## config.mk

```make
export PLATFORM = sky130hd
export DESIGN_NAME = sccb_master_bit_engine_top
export DESIGN_NICKNAME = d
export VERILOG_FILES = /design/src/rtl/sccb_pkg.sv /design/src/rtl/sccb_front.sv /design/src/rtl/sccb_queue.sv /design/src/rtl/sccb_engine.sv /design/src/rtl/sccb_master_bit_engine_top.sv
export SDC_FILE = /design/constraint.sdc
export NUM_CORES = 1
export LEC_CHECK = 0
export BUFFER_PORTS_ARGS = -buffer_cell sky130_fd_sc_hd__buf_4
export CELL_PAD_IN_SITES_DETAIL_PLACEMENT = 0
export CELL_PAD_IN_SITES_GLOBAL_PLACEMENT = 1
export CORE_ASPECT_RATIO = 2
export CORE_UTILIZATION = 48
export CTS_BUF_LIST = sky130_fd_sc_hd__clkbuf_4 sky130_fd_sc_hd__clkbuf_8
export CTS_CLUSTER_SIZE = 40
export DETAILED_ROUTE_END_ITERATION = 10
export PLACE_DENSITY = 0.85
export SLEW_MARGIN = 20
export SYNTH_ARGS = -nofsm -noshare
export SYNTH_HDL_FRONTEND = slang
export SYNTH_SLANG_ARGS = --single-unit
```

## constraint.sdc

```tcl
create_clock -name clk -period 5.29 [get_ports clk]
set_input_delay 1.058 -clock clk [delete_from_list [all_inputs] [get_ports clk]]
set_output_delay 1.058 -clock clk [all_outputs]
set_load 0.03 [all_outputs]
```

## src/rtl/sccb_pkg.sv

```systemverilog
// Shared types and constants for the SCCB master bit engine.
// Used by the front end, the item queue and the back-end engine.
`timescale 1ns / 1ps

package sccb_pkg;

  typedef enum logic [2:0] {
    CMD_IDLE  = 3'd0,
    CMD_START = 3'd1,
    CMD_STOP  = 3'd2,
    CMD_WRITE = 3'd3,
    CMD_READ  = 3'd4,
    CMD_NOACK = 3'd5
  } cmd_t;

  typedef enum logic {
    KIND_TICK = 1'b0,
    KIND_CMD  = 1'b1
  } kind_t;

  // Classified request as it travels from the front end to the engine.
  typedef struct packed {
    kind_t      kind;
    cmd_t       cmd;
    logic [7:0] wdata;
    logic       sda;
  } item_t;

  // Pin levels driven by the engine.
  typedef struct packed {
    logic scl;
    logic sda;
    logic en;
  } pins_t;

  localparam logic CFG_PHASE_TICKS = 1'b0;
  localparam logic CFG_ACK_WAIT    = 1'b1;

  localparam logic [15:0] PHASE_TICKS_RESET = 16'd100;
  localparam logic [15:0] ACK_WAIT_RESET    = 16'd1000;

  // Write phase whose length is the acknowledge hold.
  localparam logic [4:0] WRITE_ACK_PHASE = 5'd26;

  localparam int IN_DATA_W  = 16;
  localparam int OUT_DATA_W = 16;

endpackage

```

## src/rtl/sccb_front.sv

```systemverilog
// Front end: takes requests from the input stream and classifies them.
// Depends on sccb_pkg; feeds sccb_queue.
`timescale 1ns / 1ps

module sccb_front (
  input  logic                          s_tvalid,
  output logic                          s_tready,
  input  logic [sccb_pkg::IN_DATA_W-1:0] s_tdata,  // wdata[7:0], sda_in[8], zero pad
  input  logic [2:0]                    s_tuser,  // op[2:0]
  input  logic                          q_full,
  output logic                          push,
  output sccb_pkg::item_t               item
);

  assign s_tready = !q_full;
  assign push     = s_tvalid && !q_full;

  always_comb begin
    item.wdata = s_tdata[7:0];
    item.sda   = s_tdata[8];
    case (s_tuser)
      sccb_pkg::CMD_START,
      sccb_pkg::CMD_STOP,
      sccb_pkg::CMD_WRITE,
      sccb_pkg::CMD_READ,
      sccb_pkg::CMD_NOACK: begin
        item.kind = sccb_pkg::KIND_CMD;
        item.cmd  = sccb_pkg::cmd_t'(s_tuser);
      end
      default: begin
        // Plain ticks and the unused codes all advance time.
        item.kind = sccb_pkg::KIND_TICK;
        item.cmd  = sccb_pkg::CMD_IDLE;
      end
    endcase
  end

endmodule

```

## src/rtl/sccb_queue.sv

```systemverilog
// Two-entry queue between the front end and the engine.
// Depends on sccb_pkg for the item type.
`timescale 1ns / 1ps

module sccb_queue (
  input  logic            clk,
  input  logic            rst,
  input  logic            push,
  input  sccb_pkg::item_t push_item,
  output logic            full,
  input  logic            pop,
  output logic            not_empty,
  output sccb_pkg::item_t head
);

  sccb_pkg::item_t slots [2];
  logic            wr_ptr;
  logic            rd_ptr;
  logic [1:0]      count;

  assign full      = (count == 2'd2);
  assign not_empty = (count != 2'd0);
  assign head      = slots[rd_ptr];

  always_ff @(posedge clk) begin
    if (push) begin
      slots[wr_ptr] <= push_item;
    end
  end

  always_ff @(posedge clk) begin
    if (rst) begin
      wr_ptr <= 1'b0;
      rd_ptr <= 1'b0;
      count  <= 2'd0;
    end else begin
      if (push) wr_ptr <= !wr_ptr;
      if (pop)  rd_ptr <= !rd_ptr;
      case ({push, pop})
        2'b10:   count <= count + 2'd1;
        2'b01:   count <= count - 2'd1;
        default: count <= count;
      endcase
    end
  end

endmodule

```

## src/rtl/sccb_engine.sv

```systemverilog
// Back end: phase sequencer, tick counter, shifter and result register.
// Depends on sccb_pkg; takes items from sccb_queue.
`timescale 1ns / 1ps

module sccb_engine #(
  parameter int TICK_WIDTH = 16
) (
  input  logic                           clk,
  input  logic                           rst,
  input  logic                           cfg_we,
  input  logic                           cfg_index,
  input  logic [15:0]                    cfg_data,
  input  logic                           q_not_empty,
  input  sccb_pkg::item_t                q_head,
  output logic                           pop,
  output logic                           m_tvalid,
  input  logic                           m_tready,
  output logic [sccb_pkg::OUT_DATA_W-1:0] m_tdata
);

  logic [15:0]           phase_ticks;
  logic [15:0]           ack_wait_ticks;
  sccb_pkg::cmd_t        cmd, cmd_next;
  logic [4:0]            phase, phase_next;
  logic [1:0]            sub, sub_next;
  logic [TICK_WIDTH-1:0] tick, tick_next;
  logic [7:0]            shift, shift_next;
  logic                  ack, ack_next;
  logic [7:0]            rdata, rdata_next;
  sccb_pkg::pins_t       pins, pins_next;
  logic                  done, rej;

  logic [31:0]           dur_ext;
  logic [TICK_WIDTH-1:0] dur_raw;
  logic [TICK_WIDTH-1:0] dur;
  logic [TICK_WIDTH-1:0] tick_inc;
  logic [4:0]            phase_inc;
  logic [4:0]            total;

  function automatic sccb_pkg::pins_t phase_begin(input sccb_pkg::cmd_t c,
                                                  input logic [4:0] p,
                                                  input logic [1:0] s,
                                                  input logic msb,
                                                  input sccb_pkg::pins_t cur);
    sccb_pkg::pins_t r;
    r = cur;
    case (c)
      sccb_pkg::CMD_START: begin
        if (p == 5'd0) begin
          r.en  = 1'b1;
          r.sda = 1'b1;
        end else if (p == 5'd1) r.scl = 1'b1;
        else if (p == 5'd2) r.sda = 1'b0;
        else r.scl = 1'b0;
      end
      sccb_pkg::CMD_STOP: begin
        if (p == 5'd0) begin
          r.en  = 1'b1;
          r.sda = 1'b0;
        end else if (p == 5'd1) r.scl = 1'b1;
        else r.sda = 1'b1;
      end
      sccb_pkg::CMD_NOACK: begin
        if (p == 5'd0) begin
          r.en  = 1'b1;
          r.sda = 1'b1;
        end else if (p == 5'd1) r.scl = 1'b1;
        else if (p == 5'd2) r.scl = 1'b0;
        else r.sda = 1'b0;
      end
      sccb_pkg::CMD_WRITE: begin
        if (p < 5'd24) begin
          if (s == 2'd0) begin
            r.en  = 1'b1;
            r.sda = msb;
          end else if (s == 2'd1) r.scl = 1'b1;
          else r.scl = 1'b0;
        end else if (p == 5'd25) r.en = 1'b0;
        else if (p == 5'd26) r.scl = 1'b1;
        else if (p == 5'd27) r.scl = 1'b0;
      end
      sccb_pkg::CMD_READ: begin
        if (p == 5'd0) r.en = 1'b0;
        else if (s == 2'd1) r.scl = 1'b1;
        else if (s == 2'd2) r.scl = 1'b0;
      end
      default: r = cur;
    endcase
    return r;
  endfunction

  // A new request enters whenever the result register is free or being taken.
  assign pop = q_not_empty && (!m_tvalid || m_tready);

  assign dur_ext  = {16'd0,
                     ((cmd == sccb_pkg::CMD_WRITE) && (phase == sccb_pkg::WRITE_ACK_PHASE))
                     ? ack_wait_ticks : phase_ticks};
  assign dur_raw  = dur_ext[TICK_WIDTH-1:0];
  assign dur      = (dur_raw == '0) ? {{(TICK_WIDTH-1){1'b0}}, 1'b1} : dur_raw;
  assign tick_inc = tick + {{(TICK_WIDTH-1){1'b0}}, 1'b1};
  assign phase_inc = phase + 5'd1;

  always_comb begin
    case (cmd)
      sccb_pkg::CMD_START: total = 5'd4;
      sccb_pkg::CMD_STOP:  total = 5'd3;
      sccb_pkg::CMD_WRITE: total = 5'd28;
      sccb_pkg::CMD_READ:  total = 5'd25;
      sccb_pkg::CMD_NOACK: total = 5'd4;
      default:             total = 5'd0;
    endcase
  end

  always_comb begin
    cmd_next   = cmd;
    phase_next = phase;
    sub_next   = sub;
    tick_next  = tick;
    shift_next = shift;
    ack_next   = ack;
    rdata_next = rdata;
    pins_next  = pins;
    done       = 1'b0;
    rej        = 1'b0;
    if (q_head.kind == sccb_pkg::KIND_CMD) begin
      if (cmd != sccb_pkg::CMD_IDLE) begin
        rej = 1'b1;
      end else begin
        cmd_next   = q_head.cmd;
        phase_next = 5'd0;
        tick_next  = '0;
        shift_next = (q_head.cmd == sccb_pkg::CMD_WRITE) ? q_head.wdata : 8'd0;
        // Read bit phases start at phase one, so the sub-phase pre-wraps.
        sub_next   = (q_head.cmd == sccb_pkg::CMD_READ) ? 2'd2 : 2'd0;
        pins_next  = phase_begin(q_head.cmd, 5'd0, sub_next, shift_next[7], pins);
      end
    end else if (cmd != sccb_pkg::CMD_IDLE) begin
      if (tick_inc >= dur) begin
        tick_next = '0;
        if (cmd == sccb_pkg::CMD_WRITE) begin
          if (phase < 5'd24 && sub == 2'd2) shift_next = {shift[6:0], 1'b0};
          else if (phase == sccb_pkg::WRITE_ACK_PHASE) ack_next = !q_head.sda;
          else if (phase == 5'd27) pins_next.en = 1'b1;
        end else if (cmd == sccb_pkg::CMD_READ) begin
          if (phase != 5'd0 && sub == 2'd1) shift_next = {shift[6:0], q_head.sda};
        end
        sub_next = (sub == 2'd2) ? 2'd0 : sub + 2'd1;
        if (phase_inc >= total) begin
          if (cmd == sccb_pkg::CMD_READ) rdata_next = shift_next;
          cmd_next   = sccb_pkg::CMD_IDLE;
          phase_next = 5'd0;
          done       = 1'b1;
        end else begin
          phase_next = phase_inc;
          pins_next  = phase_begin(cmd, phase_inc, sub_next, shift_next[7], pins_next);
        end
      end else begin
        tick_next = tick_inc;
      end
    end
  end

  always_ff @(posedge clk) begin
    if (rst) begin
      phase_ticks    <= sccb_pkg::PHASE_TICKS_RESET;
      ack_wait_ticks <= sccb_pkg::ACK_WAIT_RESET;
    end else if (cfg_we) begin
      case (cfg_index)
        sccb_pkg::CFG_PHASE_TICKS: phase_ticks    <= cfg_data;
        sccb_pkg::CFG_ACK_WAIT:    ack_wait_ticks <= cfg_data;
        default:                   phase_ticks    <= phase_ticks;
      endcase
    end
  end

  always_ff @(posedge clk) begin
    if (rst) begin
      cmd   <= sccb_pkg::CMD_IDLE;
      phase <= 5'd0;
      sub   <= 2'd0;
      tick  <= '0;
      shift <= 8'd0;
      ack   <= 1'b0;
      rdata <= 8'd0;
      pins  <= '{scl: 1'b1, sda: 1'b1, en: 1'b1};
    end else if (pop) begin
      cmd   <= cmd_next;
      phase <= phase_next;
      sub   <= sub_next;
      tick  <= tick_next;
      shift <= shift_next;
      ack   <= ack_next;
      rdata <= rdata_next;
      pins  <= pins_next;
    end
  end

  always_ff @(posedge clk) begin
    if (rst) begin
      m_tvalid <= 1'b0;
    end else if (pop) begin
      m_tvalid <= 1'b1;
    end else if (m_tready) begin
      m_tvalid <= 1'b0;
    end
  end

  always_ff @(posedge clk) begin
    if (pop) begin
      m_tdata <= {1'b0, rej, rdata_next, ack_next, done,
                  (cmd_next != sccb_pkg::CMD_IDLE),
                  pins_next.en, pins_next.sda, pins_next.scl};
    end
  end

endmodule

```

## src/rtl/sccb_master_bit_engine_top.sv

```systemverilog
// Top level of the SCCB master bit engine: front end, queue and engine.
// Depends on sccb_pkg, sccb_front, sccb_queue and sccb_engine.
//
//  Channel   Dir  Handshake          Payload
//  s_*       in   s_tvalid/s_tready  tuser op; tdata wdata, sda_in
//  m_*       out  m_tvalid/m_tready  tdata scl..rejected, one per request
//  cfg_*     in   cfg_we             cfg_index, cfg_data (16 bit)
//
// One request per clock is sustained while the result register is free or
// being taken; each request is one register update of the phase sequencer in
// the engine. A request is written into the queue when it is accepted and into
// the result register when the engine pops it. Reset is synchronous and
// leaves the bus idle high with SDA driven. A stall on m_tready fills the
// two-entry queue, after which s_tready drops.
`timescale 1ns / 1ps

module sccb_master_bit_engine_top #(
  parameter int TICK_WIDTH = 16
) (
  input  logic                           clk,
  input  logic                           rst,
  input  logic                           cfg_we,
  input  logic                           cfg_index,
  input  logic [15:0]                    cfg_data,
  input  logic                           s_tvalid,
  output logic                           s_tready,
  input  logic [sccb_pkg::IN_DATA_W-1:0]  s_tdata,  // wdata[7:0], sda_in[8], zero pad
  input  logic [2:0]                     s_tuser,  // op[2:0]
  output logic                           m_tvalid,
  input  logic                           m_tready,
  // scl[0], sda_out[1], sda_drive[2], busy_res[3], done_res[4], ack_ok[5],
  // rdata[13:6], rejected[14], zero pad
  output logic [sccb_pkg::OUT_DATA_W-1:0] m_tdata
);

  logic            q_full;
  logic            push;
  logic            pop;
  logic            q_not_empty;
  sccb_pkg::item_t front_item;
  sccb_pkg::item_t q_head;

  sccb_front u_front (
    .s_tvalid (s_tvalid),
    .s_tready (s_tready),
    .s_tdata  (s_tdata),
    .s_tuser  (s_tuser),
    .q_full   (q_full),
    .push     (push),
    .item     (front_item)
  );

  sccb_queue u_queue (
    .clk       (clk),
    .rst       (rst),
    .push      (push),
    .push_item (front_item),
    .full      (q_full),
    .pop       (pop),
    .not_empty (q_not_empty),
    .head      (q_head)
  );

  sccb_engine #(
    .TICK_WIDTH (TICK_WIDTH)
  ) u_engine (
    .clk         (clk),
    .rst         (rst),
    .cfg_we      (cfg_we),
    .cfg_index   (cfg_index),
    .cfg_data    (cfg_data),
    .q_not_empty (q_not_empty),
    .q_head      (q_head),
    .pop         (pop),
    .m_tvalid    (m_tvalid),
    .m_tready    (m_tready),
    .m_tdata     (m_tdata)
  );

endmodule

```

; ---- Word level (Yosys, flattened, before mapping)
; Memories as Yosys holds them, arrays and structs flattened. A register that Yosys moved wholly into a read port is not among the register bits.
; Index checks and enable logic that the tools add are counted.
[totals]
ff_bits = 98
elab_cells = 198
out_inout_bits = 18
ram_bits = 26
in_bits = 41
memories = 1
[classes]
n_eq_ne = 31
mux = 102
bitwise_logic = 3
magnitude_cmp = 4
addsub = 5
n_reduce_logical = 33
[memory_table]
columns = memory, words, width, rd, rd_clocked_by_memory_dff, write_ports, line
row1 = u_queue.slots, 2, 13, 1, 1, 1, sccb_queue.sv:16  ; sccb_pkg::item_t slots [2];
[op_table]
columns = operator, count
row1 = $mux W8, 14
row2 = $mux W16, 6
row3 = $mux W1, 51
row4 = $mux W3, 10
row5 = $eq A5 B5 Y1 const B, 5
row6 = $mux W5, 5
row7 = $pmux W5 S4, 1
row8 = $eq A3 B2 Y1 const B, 6
row9 = $eq A3 B3 Y1 const B, 6
row10 = $add A16 B1 Y16 const B, 1
row11 = $ge A16 B16 Y1, 1
row12 = $logic_not A16 Y1, 1
row13 = $mux W2, 8
row14 = $lt A5 B5 Y1 const B, 2
row15 = $reduce_bool A2 Y1, 5
row16 = $eq A3 B1 Y1 const B, 3
row17 = $pmux W1 S3, 3
row18 = $reduce_or A3 Y1, 3
row19 = $eq A2 B1 Y1 const B, 4
row20 = $eq A2 B2 Y1 const B, 4
row21 = $reduce_bool A3 Y1, 2
row22 = $add A5 B1 Y5 const B, 1
row23 = $eq A5 B1 Y1 const B, 1
row24 = $eq A5 B2 Y1 const B, 1
row25 = other kinds (20), 34

; ---- Logic depth before layout (Yosys ltp)
[depth]
word_depth = 12
mapped_depth = 16
ltp_nobuf = 14

; ---- Modules after synthesis
; A second synthesis with hierarchy kept.
[unflattened]
hier_cells = 753
area_unflattened_um2 = 6816.5
[modules_own_cells]
columns = mod, cells_each, instances, area_each_um2, seq_area_each_um2
row1 = sccb_engine, 675, 1, 5569.1, 2031.9
row2 = sccb_queue, 62, 1, 1139.8, 880.8
row3 = sccb_front, 16, 1, 107.6, 0.0

; ---- Worst setup path before layout
; OpenSTA, ideal clock, no wires.
[synth_timing]
path_type = flip-flop to flip-flop
startpoint = reg u_engine.phase[0]
endpoint = reg u_engine.m_tdata[7] (netlist name) (data pin)
required_time_ps = 5028
path_slack_ps = 1378
period_less_slack_ps = 3912
n_path_buf = 3
stages_incl_launch_ff = 15
t_arrival_ps = 3649
setup_ps = 262
path_cell_list = dfxtp_1 -> inv_1 -> ha_1 -> nand4_1 -> buf_2 -> buf_1 -> mux2i_1 -> ha_1 -> o2111ai_1 -> a311oi_1 -> nor2_1 -> a21oi_2 -> nand4_1 -> buf_2 -> mux2_1
[synth_via]
elab_chain_cells = 10
word_cells_on_any_way = 21
classes_between = 1 x add/sub / 3 x order compare / 1 x eq/ne / 11 x mux / 5 x reduce/logical
[synth_lines]
columns = item, line
row1 = from (decl), sccb_engine.sv:24  ; logic [4:0] phase, phase_next;
row2 = from (signal assigned), sccb_engine.sv:188  ; phase <= phase_next;
row3 = "parallel branches: the longest is 7 deep, another holds $ge A16 B16 Y1", --
row4 = $mux W8 (*), sccb_engine.sv:138  ; if (tick_inc >= dur) begin
row5 = $mux W8 (*), sccb_engine.sv:137  ; end else if (cmd != sccb_pkg::CMD_IDLE) begin
row6 = $mux W8 (*), sccb_engine.sv:125  ; if (q_head.kind == sccb_pkg::KIND_CMD) begin
row7 = named net u_engine.rdata_next[1], sccb_engine.sv:29  ; logic [7:0] rdata, rdata_next;
row8 = to (signal assigned), sccb_engine.sv:210  ; m_tdata <= {1'b0, rej, rdata_next, ack_next, done,
row9 = to (decl), sccb_engine.sv:18  ; output logic [sccb_pkg::OUT_DATA_W-1:0] m_tdata
; Mark *: on every way through the listed nets, which the timed path passes.
; A chain may end at the register's enable or synchronous reset.

; ---- Worst setup path in the final report
[layout_timing]
startpoint = reg u_engine.tick[0]
endpoint = reg u_engine.m_tdata[7] (netlist name) (data pin)
[layout_via]
elab_chain_cells = 5
[layout_lines]
columns = item, line
row1 = from (decl), sccb_engine.sv:26  ; logic [TICK_WIDTH-1:0] tick, tick_next;
row2 = from (signal assigned), sccb_engine.sv:190  ; tick <= tick_next;
row3 = $add A16 B1 Y16, sccb_engine.sv:100  ; assign tick_inc = tick + {{(TICK_WIDTH-1){1'b0}}, 1'b1};
row4 = $ge A16 B16 Y1, sccb_engine.sv:138
row5 = $mux W8, sccb_engine.sv:138
row6 = $mux W8, sccb_engine.sv:137
row7 = $mux W8, sccb_engine.sv:125
row8 = named net u_engine.rdata_next[1], sccb_engine.sv:29
; The timed path passes the listed nets, and every way through them passes these cells.

==> summary.md <==
| Metric | Value |
|---|---|
| Kind of critical path | `reg2reg` |
| Period minus WS final | `4.284 ns` |
| Residual DRC | `0` |
| Final Max Tran Viols | `0` |
| Static Leak | `0.002978 µW` |
| Fillers | `1360` |
| Final setup viols | `0` |
| TritonCTS clock tree | `built` |
| Max Fclk | `0.2334 GHz` |
| Post-Syn Nets | `861` |
| Final ANT Viol Nets | `0` |
| Worst Hold Class | `reg2reg` |
| Max capacitance violation total | `0` |
| Area share of the largest cell type after synthesis | `24.03%` |
| Synthesized instance count | `791` |
| CTS root buffer | `clkbuf_8` |
| Main synth FF type | `dfxtp_1` |
| Setup ws final | `1.006 ns` |
| Synth cell count leaders | `nand2_1, dfxtp_1, a21oi_1` |
| Number of buffers created by CTS | `17` |
| Crit start category | `register` |
| CP required | `5.48 ns` |
| GR Util All Layers | `25.75%` |
| Routability Congestion | `0.9279` |
| Num rows | `62` |
| Post-synth EDFFs | `41` |
| Status | `completed` |
| Routed WL | `18.49 mm` |
| Die Y | `172.8 µm` |
| Count leader, synth | `nand2_1` |
| Clk sinks | `125` |
| Share of cells above drive strength 1 | `13.29%` |
| Power Density | `407.6 mW/mm²` |
| Avg Cell Area, Syn | `8.849 µm²` |
| Total negative slack | `0 ns` |
| WL/cell | `18.12 µm` |
| Post-Syn Area | `0.006999 mm²` |
| First-pass GRT wire length | `29.79 mm` |
| Worst clock skew | `0.02037 ns` |
| DR iter-0 viols | `300` |
| Slew headroom | `37.69%` |
| Syn-to-layout area delta | `12.08%` |
| Vias in the first global route | `6077` |
| Gr ovfl total | `0` |
| Via/cell ratio | `6.030` |
| RSZ-0062 raised after global routing | `false` |
| Clock Latency Late Sink | `0.45 ns` |
| Netlist cell types | `76` |
| Top cells by area, synth | `dfxtp_1, edfxtp_1, nand2_1, a21oi_1, ha_1` |
| Seq/Total Area, Yosys | `41.62%` |
| Hold-fix buffers, CTS | `0` |
| Buffers on Ports | `50` |
| Crit end category | `register` |
| Final hold violation count | `0` |
| Final cycle utilization of the critical path | `80.98%` |
| Number of synthesis warnings | `0` |
| FF+latch count, synth | `125` |
| Initial antenna violation count | `0` |
| DP Worst Slack | `1.063 ns` |
| Largest net degree at the start of global routing | `66` |
| Starting Density | `49.04%` |
| Post-CTS Repair Setup Buffers | `0` |
| Core area | `0.01427 mm²` |
| FFs w/ async S/R, synth | `0%` |
| Die outline width | `87.39 µm` |
| H-tree depth | `4` |
| Post-CTS Resized | `0` |
| Arrival @ worst endpoint | `4.48 ns` |
| Slew @ Worst Pin | `0.9216 ns` |
| Vias | `6151` |
| Area of the die | `0.01510 mm²` |
| Dpl hpwl | `13.61 mm` |
| Clock Path Buffers | `2` |
| Worst-path clk slew | `0.09 ns` |
| First drt pass iteration count | `6` |
| Final net count | `885` |
| # diodes | `0` |
| Max FO, Critical Path | `13` |
| Synth area leader | `dfxtp_1` |
| Io pins | `59` |
| VDD IR max | `187.5 µV` |
## layout make-up
class	instances	area, µm²	share of cell area [%]
Clock buffer	17	234.0	2.982
Clock inverter	15	148.9	1.898
Inverter	18	67.56	0.8612
Multi-Input combinational cell	594	3799	48.42
Sequential cell	125	2913	37.13
Tap cell	192	240.2	3.062
Timing Repair Buffer	59	442.9	5.646
## state kept, by name, summed over array words and instances (netlist names), 2 cells and up, named ones only
name and cells:
u_engine.sub 2, u_engine.rdata 8, u_engine.phase 5, u_engine.phase_ticks 16
u_engine.pins 3, u_queue.slots 26, u_engine.ack_wait_ticks 16, u_engine.shift 8
u_engine.m_tdata 15, u_engine.cmd 3, u_engine.tick 16, u_queue.count 2
## kinds of logic after synthesis
family | after synthesis | synth area share (%)
compound gates | 194 | 18.23
xor+xnor | 23 | 2.878
fa+ha+maj | 29 | 5.184
buf+inv | 72 | 4.326
flops | 125 | 41.62
mux | 44 | 6.453
other cells | 1 | 0.05358
simple gates | 303 | 21.26
## final timing paths
check / start / to / slack [ns] / cells past startpoint
worst max-delay path: u_engine.tick[0] / u_engine.m_tdata[7] / 1.01 / 13
worst min-delay path: u_engine.phase_ticks[0] / u_engine.phase_ticks[0] / 0.48 / 2
worst min register to register: u_engine.phase_ticks[0] / u_engine.phase_ticks[0] / 0.48 / 2
worst max register to register: u_engine.tick[0] / u_engine.m_tdata[7] / 1.01 / 13
## where the power goes
part           total, µW  switching [µW]  leakage [µW]  internal [µW]
clock network        825             438      0.000187            387
registers           1290             130       0.00107           1160
logic               1090             719       0.00172            366
total               3200            1290       0.00298           1910
## layer usage
layer | wire (µm) | vias up | track usage [%] | share of wire, %
met5 | 0 | - | 0 | 0
met4 | 992 | 0 | 16.05 | 5.4
met3 | 673 | 61 | 4.105 | 3.6
met2 | 10410 | 178 | 48.37 | 56
met1 | 6416 | 2943 | 24.96 | 35
li1 | - | 2969 | - | -
## layout by cell type (no fill, tap or decap), types with 4 or more instances in the layout
| cell | n |
|---|---|
| a211oi_1 | 7 |
| nor2b_1 | 5 |
| a21oi_1 | 74 |
| nand2_1 | 124 |
| and2_1 | 7 |
| inv_1 | 16 |
| dfxtp_1 | 84 |
| a21boi_1 | 7 |
| or3_1 | 10 |
| inv_6 | 8 |
| o311ai_1 | 4 |
| nor3_1 | 22 |
| a31oi_1 | 7 |
| a311oi_1 | 4 |
| nor4_1 | 8 |
| and3_1 | 4 |
| o311a_1 | 6 |
| ha_1 | 29 |
| o21bai_1 | 6 |
| buf_4 | 59 |
| nand3_1 | 36 |
| o211ai_1 | 7 |
| o21ai_1 | 7 |
| nor2_1 | 28 |
| xnor2_1 | 18 |
| clkbuf_8 | 17 |
| o31ai_1 | 6 |
| o22a_1 | 7 |
| xor2_1 | 5 |
| mux2_2 | 6 |
| edfxtp_1 | 41 |
| o21ai_0 | 18 |
| nand4_1 | 27 |
| mux2i_1 | 34 |
| nand2b_1 | 8 |
## stage by stage
step	total power, µW	std cells	instance area, µm²	hold slack [ns]	utilization [%]
after floorplan	2032	791	6999	0.4357	-
after global placement	2357	988	7457	0.4562	52.24
after detailed placement	2384	988	7457	0.4667	52.24
after CTS	3212	1020	7840	0.4804	54.93
after global routing	3364	1020	7845	0.5027	54.96
final	3198	1020	7845	0.4755	54.96
## worst max-delay path, stage by stage (launching register included)
cell and delay, ns:
dfxtp_1 0.52, ha_1 0.32, inv_1 0.08, or4_1 0.61, or2_1 0.30, xnor2_1 0.15, ha_1 0.28, nand2_1 0.06
a311oi_1 0.44, nor2_1 0.10, a21oi_2 0.41, nand4_1 0.19, buf_4 0.25, mux2_1 0.34
Power figures use the tool's default switching activity.
